===== src/design/mrrs_pkg.sv =====
// shared types, codes and defaults of the multicore round-robin scheduler
// no dependencies
`timescale 1ns / 1ps

package mrrs_pkg;

  localparam int DEF_MAX_CORES     = 4;
  localparam int DEF_QUEUE_DEPTH   = 16;
  localparam int DEF_BLOCKED_DEPTH = 16;

  localparam int TASK_W  = 10;
  localparam int QUANT_W = 16;
  localparam int CFG_W   = 16;
  localparam int CFGI_W  = 3;
  localparam int AC_W    = 3;
  localparam int LOAD_W  = 10;
  localparam logic [LOAD_W-1:0] LOAD_MAX = '1;
  localparam logic [AC_W-1:0] AC_RESET = 3'd4;
  localparam logic [QUANT_W-1:0] QUANT_RESET = 16'd10;

  typedef enum logic [1:0] {
    CMD_LOAD    = 2'd0,
    CMD_UNBLOCK = 2'd1,
    CMD_TICK    = 2'd2,
    CMD_NONE    = 2'd3
  } cmd_t;

  typedef enum logic [1:0] {
    RSN_PLAIN = 2'd0,
    RSN_BLOCK = 2'd1,
    RSN_EXIT  = 2'd2,
    RSN_OTHER = 2'd3
  } reason_t;

  typedef enum logic [1:0] {
    ST_OK        = 2'd0,
    ST_QFULL     = 2'd1,
    ST_BLKFULL   = 2'd2,
    ST_UNKNOWN   = 2'd3
  } status_t;

  typedef enum logic [CFGI_W-1:0] {
    CFG_ACTIVE = 3'd0,
    CFG_QUANT0 = 3'd1,
    CFG_QUANT1 = 3'd2,
    CFG_QUANT2 = 3'd3,
    CFG_QUANT3 = 3'd4
  } cfg_idx_t;

  // controller to datapath
  typedef struct packed {
    logic latch;
    logic do_load;
    logic scan_step;
    logic scan_miss;
    logic do_unblk;
    logic do_tick;
    logic do_pop;
    logic out_load;
  } ctrl_cmd_t;

  // datapath to controller
  typedef struct packed {
    logic scan_end;
    logic scan_hit;
    logic tick_pop;
  } dp_stat_t;

endpackage


===== src/design/mrrs_ctrl.sv =====
// sequencing state machine of the scheduler
// depends on mrrs_pkg
`timescale 1ns / 1ps

module mrrs_ctrl (
  input  logic               clk,
  input  logic               rst,
  input  logic               in_valid,
  input  logic [1:0]         cmd,
  input  logic               out_ready,
  input  mrrs_pkg::dp_stat_t stat,
  output mrrs_pkg::ctrl_cmd_t ctl,
  output logic               in_ready,
  output logic               out_valid
);
  import mrrs_pkg::*;

  typedef enum logic [2:0] {
    S_IDLE, S_LOAD, S_SCAN, S_UNBLK, S_TICK, S_POP, S_DONE
  } state_t;

  state_t state;
  logic   out_free;

  assign out_free = !out_valid || out_ready;

  always_comb begin
    ctl = '0;
    ctl.latch = (state == S_IDLE) && in_valid && in_ready;
    unique case (state)
      S_LOAD:  ctl.do_load = 1'b1;
      S_SCAN: begin
        if (stat.scan_end) ctl.scan_miss = 1'b1;
        else if (!stat.scan_hit) ctl.scan_step = 1'b1;
      end
      S_UNBLK: ctl.do_unblk = 1'b1;
      S_TICK:  ctl.do_tick = 1'b1;
      S_POP:   ctl.do_pop = 1'b1;
      S_DONE:  ctl.out_load = out_free;
      default: ;
    endcase
  end

  always_ff @(posedge clk) begin
    if (rst) begin
      state     <= S_IDLE;
      in_ready  <= 1'b1;
      out_valid <= 1'b0;
    end else begin
      // new result loaded, or the held one taken
      if (ctl.out_load) out_valid <= 1'b1;
      else if (out_ready) out_valid <= 1'b0;
      unique case (state)
        S_IDLE: begin
          if (in_valid && in_ready) begin
            in_ready <= 1'b0;
            unique case (cmd_t'(cmd))
              CMD_LOAD:    state <= S_LOAD;
              CMD_UNBLOCK: state <= S_SCAN;
              CMD_TICK:    state <= S_TICK;
              default:     state <= S_DONE;
            endcase
          end
        end
        S_LOAD:  state <= S_DONE;
        S_SCAN: begin
          if (stat.scan_end) state <= S_DONE;
          else if (stat.scan_hit) state <= S_UNBLK;
        end
        S_UNBLK: state <= S_DONE;
        S_TICK:  state <= stat.tick_pop ? S_POP : S_DONE;
        S_POP:   state <= S_DONE;
        S_DONE: begin
          if (out_free) begin
            in_ready  <= 1'b1;
            state     <= S_IDLE;
          end
        end
        default: state <= S_IDLE;
      endcase
    end
  end

endmodule


===== src/design/mrrs_dp.sv =====
// scheduler datapath: config, per-core queues and counters, blocked table
// depends on mrrs_pkg
`timescale 1ns / 1ps

module mrrs_dp #(
  parameter int MAX_CORES     = mrrs_pkg::DEF_MAX_CORES,
  parameter int QUEUE_DEPTH   = mrrs_pkg::DEF_QUEUE_DEPTH,
  parameter int BLOCKED_DEPTH = mrrs_pkg::DEF_BLOCKED_DEPTH
) (
  input  logic                         clk,
  input  logic                         rst,
  input  mrrs_pkg::ctrl_cmd_t          ctl,
  output mrrs_pkg::dp_stat_t           stat,
  input  logic                         cfg_wr_en,
  input  logic [mrrs_pkg::CFGI_W-1:0]  cfg_index,
  input  logic [mrrs_pkg::CFG_W-1:0]   cfg_wdata,
  input  logic [mrrs_pkg::TASK_W-1:0]  task_id,
  input  logic [1:0]                   core_sel,
  input  logic [1:0]                   tick_reason,
  output logic [mrrs_pkg::TASK_W-1:0]  run_task,
  output logic                         run_idle,
  output logic [1:0]                   chosen_core,
  output logic [1:0]                   status
);
  import mrrs_pkg::*;

  localparam int CW  = (MAX_CORES > 1) ? $clog2(MAX_CORES) : 1;
  localparam int QW  = $clog2(QUEUE_DEPTH);
  localparam int FW  = $clog2(QUEUE_DEPTH + 1);
  localparam int SW  = $clog2(2 * QUEUE_DEPTH);
  localparam int AW  = (MAX_CORES * QUEUE_DEPTH > 1) ? $clog2(MAX_CORES * QUEUE_DEPTH) : 1;
  localparam int BW  = (BLOCKED_DEPTH > 1) ? $clog2(BLOCKED_DEPTH) : 1;
  localparam int BCW = $clog2(BLOCKED_DEPTH + 1);
  localparam logic [FW-1:0]  FULL   = FW'(QUEUE_DEPTH);
  localparam logic [BCW-1:0] BFULL  = BCW'(BLOCKED_DEPTH);

  // configuration
  logic [AC_W-1:0]    active_cores;
  logic [QUANT_W-1:0] quantum [4];

  // per-core state
  logic [LOAD_W-1:0]  load_count [MAX_CORES];
  logic [FW-1:0]      fifo_fill  [MAX_CORES];
  logic [QW-1:0]      fifo_head  [MAX_CORES];
  logic               run_valid  [MAX_CORES];
  logic [TASK_W-1:0]  run_id     [MAX_CORES];
  logic [QUANT_W-1:0] slice_left [MAX_CORES];

  // blocked table, packed in arrival order
  logic [TASK_W-1:0]  blk_task [BLOCKED_DEPTH];
  logic [CW-1:0]      blk_core [BLOCKED_DEPTH];
  logic [BCW-1:0]     blk_count;
  logic [BCW-1:0]     scan_idx;

  // latched item
  logic [TASK_W-1:0]  l_task;
  logic [1:0]         l_core;
  logic [1:0]         l_reason;
  logic               pop_requeue;

  // pending result
  logic [TASK_W-1:0]  res_task;
  logic               res_idle;
  logic [1:0]         res_core;
  logic [1:0]         res_status;

  // ready queues
  logic [TASK_W-1:0]  ready_fifo [MAX_CORES * QUEUE_DEPTH];
  logic [TASK_W-1:0]  rdata;
  logic               mem_re;
  logic [AW-1:0]      mem_raddr;
  logic               mem_we;
  logic [AW-1:0]      mem_waddr;
  logic [TASK_W-1:0]  mem_wdata;

  function automatic logic [AW-1:0] qaddr(input logic [CW-1:0] c, input logic [QW-1:0] p);
    int a;
    a = int'(c) * QUEUE_DEPTH + int'(p);
    return AW'(a);
  endfunction

  function automatic logic [QW-1:0] wrap_add(input logic [QW-1:0] h, input logic [FW-1:0] n);
    logic [SW-1:0] s;
    s = SW'(h) + SW'(n);
    if (s >= SW'(QUEUE_DEPTH)) s = s - SW'(QUEUE_DEPTH);
    return QW'(s);
  endfunction

  // placement: least loaded among active cores
  logic [CW-1:0] best;
  int            n_act;
  always_comb begin
    if (active_cores == '0) n_act = 1;
    else if (int'(active_cores) > MAX_CORES) n_act = MAX_CORES;
    else n_act = int'(active_cores);
    best = '0;
    for (int i = 1; i < MAX_CORES; i++) begin
      if (i < n_act && load_count[i] < load_count[best]) best = CW'(i);
    end
  end

  logic [BW-1:0]  sidx;
  logic [CW-1:0]  ucore;
  logic [CW-1:0]  tc;
  logic           core_ok;
  logic           tick_disp;
  logic [QW-1:0]  tail_best;
  logic [QW-1:0]  tail_u;
  logic [QW-1:0]  tail_t;

  assign sidx      = scan_idx[BW-1:0];
  assign ucore     = blk_core[sidx];
  assign tc        = CW'(l_core);
  assign core_ok   = int'(l_core) < MAX_CORES;
  assign tick_disp = !run_valid[tc] || l_reason == RSN_BLOCK || l_reason == RSN_EXIT;
  assign tail_best = wrap_add(fifo_head[best], fifo_fill[best]);
  assign tail_u    = wrap_add(fifo_head[ucore], fifo_fill[ucore]);
  assign tail_t    = wrap_add(fifo_head[tc], fifo_fill[tc]);

  assign stat.scan_end = scan_idx >= blk_count;
  assign stat.scan_hit = blk_task[sidx] == l_task;
  assign stat.tick_pop = core_ok && fifo_fill[tc] != '0 &&
                         (tick_disp || slice_left[tc] <= QUANT_W'(1));

  always_comb begin
    mem_we    = 1'b0;
    mem_waddr = '0;
    mem_wdata = l_task;
    mem_re    = ctl.do_tick && stat.tick_pop;
    mem_raddr = qaddr(tc, fifo_head[tc]);
    if (ctl.do_load && fifo_fill[best] != FULL) begin
      mem_we    = 1'b1;
      mem_waddr = qaddr(best, tail_best);
    end else if (ctl.do_unblk && fifo_fill[ucore] != FULL) begin
      mem_we    = 1'b1;
      mem_waddr = qaddr(ucore, tail_u);
    end else if (ctl.do_pop && pop_requeue) begin
      mem_we    = 1'b1;
      mem_waddr = qaddr(tc, tail_t);
      mem_wdata = run_id[tc];
    end
  end

  always_ff @(posedge clk) begin
    if (mem_we) ready_fifo[mem_waddr] <= mem_wdata;
    if (mem_re) rdata <= ready_fifo[mem_raddr];
  end

  // payload registers
  always_ff @(posedge clk) begin
    if (ctl.latch) begin
      l_task     <= task_id;
      l_core     <= core_sel;
      l_reason   <= tick_reason;
      res_task   <= '0;
      res_idle   <= 1'b0;
      res_core   <= '0;
      res_status <= ST_OK;
    end
    if (ctl.do_load) begin
      res_core <= 2'(best);
      if (fifo_fill[best] == FULL) res_status <= ST_QFULL;
    end
    if (ctl.scan_miss) res_status <= ST_UNKNOWN;
    if (ctl.do_unblk) begin
      res_core <= 2'(ucore);
      if (fifo_fill[ucore] == FULL) res_status <= ST_QFULL;
    end
    if (ctl.do_tick) begin
      if (!core_ok) begin
        res_idle <= 1'b1;
      end else begin
        if (run_valid[tc] && l_reason == RSN_BLOCK && blk_count == BFULL)
          res_status <= ST_BLKFULL;
        if (!stat.tick_pop) begin
          if (tick_disp) res_idle <= 1'b1;
          else res_task <= run_id[tc];
        end
        pop_requeue <= !tick_disp;
      end
    end
    if (ctl.do_pop) res_task <= rdata;
    if (ctl.out_load) begin
      run_task    <= res_task;
      run_idle    <= res_idle;
      chosen_core <= res_core;
      status      <= res_status;
    end
  end

  // scheduler state
  always_ff @(posedge clk) begin
    if (rst) begin
      active_cores <= AC_RESET;
      for (int q = 0; q < 4; q++) quantum[q] <= QUANT_RESET;
      for (int c = 0; c < MAX_CORES; c++) begin
        load_count[c] <= '0;
        fifo_fill[c]  <= '0;
        fifo_head[c]  <= '0;
        run_valid[c]  <= 1'b0;
        run_id[c]     <= '0;
        slice_left[c] <= '0;
      end
      blk_count <= '0;
      scan_idx  <= '0;
    end else begin
      if (cfg_wr_en) begin
        unique case (cfg_index)
          CFG_ACTIVE: active_cores <= cfg_wdata[AC_W-1:0];
          CFG_QUANT0: quantum[0] <= cfg_wdata;
          CFG_QUANT1: quantum[1] <= cfg_wdata;
          CFG_QUANT2: quantum[2] <= cfg_wdata;
          CFG_QUANT3: quantum[3] <= cfg_wdata;
          default: ;
        endcase
      end
      if (ctl.latch) scan_idx <= '0;
      if (ctl.scan_step) scan_idx <= scan_idx + 1'b1;

      if (ctl.do_load && fifo_fill[best] != FULL) begin
        fifo_fill[best] <= fifo_fill[best] + 1'b1;
        if (load_count[best] != LOAD_MAX) load_count[best] <= load_count[best] + 1'b1;
      end

      if (ctl.do_unblk && fifo_fill[ucore] != FULL) begin
        fifo_fill[ucore] <= fifo_fill[ucore] + 1'b1;
        for (int i = 0; i < BLOCKED_DEPTH - 1; i++) begin
          if (i >= int'(scan_idx)) begin
            blk_task[i] <= blk_task[i+1];
            blk_core[i] <= blk_core[i+1];
          end
        end
        blk_count <= blk_count - 1'b1;
      end

      if (ctl.do_tick && core_ok) begin
        if (run_valid[tc] && l_reason == RSN_BLOCK && blk_count != BFULL) begin
          blk_task[blk_count[BW-1:0]] <= run_id[tc];
          blk_core[blk_count[BW-1:0]] <= tc;
          blk_count <= blk_count + 1'b1;
        end
        if (run_valid[tc] && l_reason == RSN_EXIT && load_count[tc] != '0)
          load_count[tc] <= load_count[tc] - 1'b1;
        if (tick_disp) begin
          slice_left[tc] <= quantum[l_core];
          if (fifo_fill[tc] == '0) begin
            run_valid[tc] <= 1'b0;
            run_id[tc]    <= '0;
          end
        end else if (slice_left[tc] <= QUANT_W'(1)) begin
          slice_left[tc] <= quantum[l_core];
        end else begin
          slice_left[tc] <= slice_left[tc] - 1'b1;
        end
      end

      if (ctl.do_pop) begin
        run_id[tc]    <= rdata;
        run_valid[tc] <= 1'b1;
        fifo_head[tc] <= wrap_add(fifo_head[tc], FW'(1));
        if (!pop_requeue) fifo_fill[tc] <= fifo_fill[tc] - 1'b1;
      end
    end
  end

endmodule


===== src/design/multicore_round_robin_scheduler_top.sv =====
// top level of the multicore round-robin scheduler
// depends on mrrs_pkg, mrrs_ctrl and mrrs_dp
`timescale 1ns / 1ps

// Per-core round-robin scheduler. One item is handled at a time: a load passes
// through the load state, a tick through the tick state and, when a task is
// taken from a ready queue, a pop state that uses the registered read of the
// queue memory; an unblock searches the blocked table one entry a cycle and,
// on a match, passes through the unblock state; every item then waits in the
// done state until the output register is free.
// The result sits in an output register, so a new item can be accepted while
// it waits to be taken.
// Configuration may be written whenever no item is in flight.
module multicore_round_robin_scheduler_top #(
  parameter int MAX_CORES     = mrrs_pkg::DEF_MAX_CORES,
  parameter int QUEUE_DEPTH   = mrrs_pkg::DEF_QUEUE_DEPTH,
  parameter int BLOCKED_DEPTH = mrrs_pkg::DEF_BLOCKED_DEPTH
) (
  input  logic                        clk,
  input  logic                        rst,
  // configuration write port
  input  logic                        cfg_wr_en,
  input  logic [mrrs_pkg::CFGI_W-1:0] cfg_index,
  input  logic [mrrs_pkg::CFG_W-1:0]  cfg_wdata,
  // input items
  input  logic                        in_valid,
  output logic                        in_ready,
  input  logic [1:0]                  cmd,
  input  logic [mrrs_pkg::TASK_W-1:0] task_id,
  input  logic [1:0]                  core_sel,
  input  logic [1:0]                  tick_reason,
  // result items
  output logic                        out_valid,
  input  logic                        out_ready,
  output logic [mrrs_pkg::TASK_W-1:0] run_task,
  output logic                        run_idle,
  output logic [1:0]                  chosen_core,
  output logic [1:0]                  status
);
  import mrrs_pkg::*;

  ctrl_cmd_t ctl;
  dp_stat_t  stat;

  // sequencer: accept, execute, optional queue pop, deliver
  mrrs_ctrl u_ctrl (
    .clk       (clk),
    .rst       (rst),
    .in_valid  (in_valid),
    .cmd       (cmd),
    .out_ready (out_ready),
    .stat      (stat),
    .ctl       (ctl),
    .in_ready  (in_ready),
    .out_valid (out_valid)
  );

  // queues, counters, blocked table and output register
  mrrs_dp #(
    .MAX_CORES     (MAX_CORES),
    .QUEUE_DEPTH   (QUEUE_DEPTH),
    .BLOCKED_DEPTH (BLOCKED_DEPTH)
  ) u_dp (
    .clk         (clk),
    .rst         (rst),
    .ctl         (ctl),
    .stat        (stat),
    .cfg_wr_en   (cfg_wr_en),
    .cfg_index   (cfg_index),
    .cfg_wdata   (cfg_wdata),
    .task_id     (task_id),
    .core_sel    (core_sel),
    .tick_reason (tick_reason),
    .run_task    (run_task),
    .run_idle    (run_idle),
    .chosen_core (chosen_core),
    .status      (status)
  );

endmodule


===== config.mk =====
export PLATFORM = sky130hd
export DESIGN_NAME = multicore_round_robin_scheduler_top
export DESIGN_NICKNAME = d
export VERILOG_FILES = /design/src/design/mrrs_pkg.sv /design/src/design/mrrs_ctrl.sv /design/src/design/mrrs_dp.sv /design/src/design/multicore_round_robin_scheduler_top.sv
export SDC_FILE = /design/constraint.sdc
export NUM_CORES = 2
export LEC_CHECK = 0
export ABC_AREA = 1
export BUFFER_PORTS_ARGS = -buffer_cell sky130_fd_sc_hd__buf_2
export CORE_ASPECT_RATIO = 0.7
export CORE_MARGIN = 4
export CORE_UTILIZATION = 50
export CTS_CLUSTER_DIAMETER = 120
export DETAILED_ROUTE_END_ITERATION = 7
export PLACE_DENSITY = 0.75
export SLEW_MARGIN = 25
export SYNTH_ARGS = -nofsm -noshare
export SYNTH_HDL_FRONTEND = slang
export SYNTH_SLANG_ARGS = --single-unit

===== constraint.sdc =====
create_clock -name clk -period 7.8 [get_ports clk]
set_clock_uncertainty 0.15 [all_clocks]
set_input_delay 0.39 -clock clk [delete_from_list [all_inputs] [get_ports clk]]
set_output_delay 0.39 -clock clk [all_outputs]
set_load 0.02 [all_outputs]

==> results by group <==
Status
  – Status: finished clean

Floorplan
  – Die Wd: 396.8 um
  – Die ar.: 111200 um2
  – FP Rows: 99
  – Core Footprint: 104500 um2
  – Die height: 280.2 um
  – I/O pin count: 57
  – Initial cell density of the core: 50.61%

Yosys
  – Synth top area share: 63.68%
  – Top post-synthesis cells by count: 1122 x edfxtp_1, 913 x nor2_1, 717 x nand2_1
  – Mapped Cells: 4951
  – Fraction of registers with async set/reset: 0%
  – Syn Area/Cell: 10.69 um2
  – Synth Flop Type: edfxtp_1
  – Yosys cell types: 57
  – Number of enable flip-flop cells after synthesis: 1122
  – Synthesized net count: 5053
  – FF+latch count, synth: 1159
  – Mapped Area: 52910 um2
  – Synth area leaders: edfxtp_1 64%, nor2_1 6.5%, o21ai_0 6.2%
  – Sequential fraction of the synthesis area: 65.08%
  – Count leader, synth: edfxtp_1
  – Yosys warning count: 0
  – Yosys top cell by area: edfxtp_1

Pwr
  – Logic pwr share: 39.5%
  – Sw Share: 41.17%
  – Switching power total: 8.893 mW
  – Clk pwr share: 24.4%
  – Peak VDD IR: 0.2841 mV
  – P_int: 12.71 mW
  – Lkg Pwr: 21.23 nW
  – Reg power frac: 36.2%
  – Power Dens Cells: 364.7 nW/um2

STA
  – Setup violators final: 0
  – Post-layout minimum cycle time: 7.428 ns
  – Final Slew Violations: 0
  – Slew Limit Headroom: 28.62%
  – Worst-margin pin slew: 1.067 ns
  – Worst hold slack: 0.04566 ns
  – Final period utilization: 95.24%
  – Fin. Hold Viols: 0
  – Fmax: 134.6 MHz
  – Final worst slack: 0.3716 ns

Routing
  – Vias/cell: 6.118
  – Drt wl/cell: 23.29 um
  – DR vias: 39.86k
  – Total iterations of the first detailed-routing run: 8
  – Number of routed nets with antenna violations: 0
  – Final routed DRC violation total: 0
  – DRT iter0 DRCs: 6617
  – Post-Route WL: 151.7 mm

Critical path
  – Critical Path Source: u_dp.load_count[1][9]
  – CP bufs+invs: 6
  – Reg2Reg Setup Slack: 0.37 ns
  – Max incr delay on CP: 0.43 ns
  – Req. time, crit path: 8.04 ns
  – CP Class: register to register
  – Critical-path top delay cell: edfxtp_1
  – Worst path most repeated cell: nand2_1
  – CP Capture Type: register
  – CP Launch Type: register
  – Capturing point of the worst reg2reg path: u_dp.ready_fifo[32][3]
  – FF-to-FF Start: u_dp.load_count[1][9]
  – Worst-path fanout max: 14
  – Critical path's top delay family: simple AND/OR/NAND/NOR gates
  – Arrival @ worst endpoint: 7.67 ns
  – FF-to-FF path depth: 43

Clock tree
  – CTS Sinks: 1159
  – Reg clk slew, reported paths: 0.06 ns
  – Longest Clk Path Bufs: 3
  – CTS tree: yes
  – Worst skew pair latency: 0.71 ns
  – Root Driver: clkbuf_16
  – Htree depth: 3
  – Num CTS Buffers: 103

Finish
  – Share of cells above drive strength 1: 9.296%
  – Layout area overhead: 11.94%
  – Nets: 5112

Hold path
  – Tightest Hold Check Type: primary input to register
  – Hold path startpoint: rst
  – WHS Path Cells: 2
  – Hold Path Sink: u_dp.scan_idx[4]

Place
  – Setup slack at placement: -0.06324 ns
  – Port bufs: 56
  – DP Wirelength: 95.29 mm
  – GP Congestion: 0.9420

Global routing
  – Largest net degree at the start of global routing: 184
  – Initial antenna violation count: 3
  – Remaining global-route overflow: 0
  – Total track usage: 26.56%
  – Vias in the first global route: 36.57k
  – First-pass GRT wire length: 225.8 mm

Flow run
  – MaxCap Viol Count: 0
## layer usage
metal  GRT usage [%]  part of all wire, %  vias to the layer above
li1                -                    -                    17680
met1           40.25                   41                    19070
met2           35.97                   41                     2813
met3           9.824                   15                      284
met4           6.770                  2.6                        4
met5          0.1701                0.018                        -
## flip-flops by register name, indices dropped and copies added (netlist names), 4 cells and up, named ones only
signal,count
u_dp.blk_count,5
u_dp.ready_fifo,640
u_dp.fifo_fill,20
u_dp.blk_task,160
u_dp.scan_idx,5
u_dp.blk_core,32
u_dp.quantum,64
u_dp.fifo_head,16
u_dp.rdata,10
u_dp.l_task,10
u_dp.res_task,10
u_dp.run_id,40
u_dp.run_valid,4
u_dp.slice_left,64
u_dp.run_task,10
u_dp.load_count,40
## cells in the final DEF, fill, tap and decap left out, types with 10 or more instances in the layout
cell type,n
a31oi_1,12
mux2i_1,49
clkbuf_16,105
edfxtp_1,1122
dlygate4sd3_1,37
o32ai_1,110
buf_2,56
o21ai_0,634
a32o_1,24
nor2_2,12
o211ai_1,79
clkinv_1,13
nand3_1,102
bufinv_16,11
nand2_1,714
clkbuf_1,17
o2111ai_1,18
dfxtp_1,34
a21oi_1,138
nand2_2,10
xnor2_1,20
clkinvlp_4,10
o22ai_1,47
nor3_1,20
buf_4,148
nand4_1,15
o21ai_4,12
o221ai_1,37
o21a_1,16
nor2_1,906
xor2_1,30
inv_1,314
ha_1,59
clkinv_2,28
## cell type report
cell class / instances / area (um2)
clock inverters: 66 / 701.9
fillers: 8479 / 45320
inverters: 332 / 1271
repair inverters: 1 / 5.005
flip-flops and latches: 1159 / 34440
multi-input cells: 3163 / 16360
diodes: 1 / 2.502
clock buffers: 128 / 2774
well taps: 1414 / 1769
repair buffers: 250 / 1907
## how the worst max path moves through the flow
stage,cells after the start,to
floorplan,44,u_dp.ready_fifo[50][0]
global placement,37,u_dp.ready_fifo[56][9]
detailed placement,37,u_dp.ready_fifo[0][6]
CTS,37,u_dp.ready_fifo[19][4]
global route,40,u_dp.ready_fifo[2][2]
finish,43,u_dp.ready_fifo[32][3]
## what timing repair did
action	4_1_cts	5_1_grt
setup buffers	2	14
pin swaps	1	6
resized for setup	2	35
setup endpoints to repair	66	685
cloned	0	2
endpoints found under the hold margin	86	0
hold buffers	37	0
## stage by stage
stage / util [%] / setup TNS (ns) / cells / power (mW) / area, um2
global placement: 52.66 / 0 / 6264 / 15.83 / 55050
floorplan: - / 0 / 4951 / 13.09 / 52910
detailed placement: 52.66 / -1.873 / 6264 / 15.96 / 55060
CTS: 56.36 / 0 / 6497 / 21.20 / 58920
finish: 56.65 / 0 / 6514 / 21.60 / 59230
global route: 56.65 / -10.69 / 6513 / 22.53 / 59230
## cells by family after synthesis
kind of cell    share of synthesized area, %
buf+inv                                4.637
simple gates                           13.80
xor+xnor                              0.8277
compound gates                         13.22
fa+ha+maj                              1.509
mux                                   0.9270
flops                                  65.08
## worst register-to-register path, delay by kind of cell (launching register included)
| family | cells | cell delay (ns) |
|---|---|---|
| AND/OR/NAND/NOR | 25 | 2.87 |
| buffers and inverters | 6 | 0.86 |
| adder cells (fa/ha/maj) | 4 | 1.26 |
| flip-flops | 1 | 0.43 |
| AO/OA/AOI/OAI | 8 | 1.50 |
## power by group through the flow
stage	logic [mW]	clock network, mW	registers, mW
3_3_place_gp	7.90	0	7.93
6_report	8.53	5.26	7.81
2_1_floorplan	5.21	0	7.88
3_5_place_dp	8.03	0	7.93
4_1_cts	8.11	5.29	7.80
5_1_grt	9.13	5.56	7.83
No activity file was read; power rests on OpenSTA's default activity.
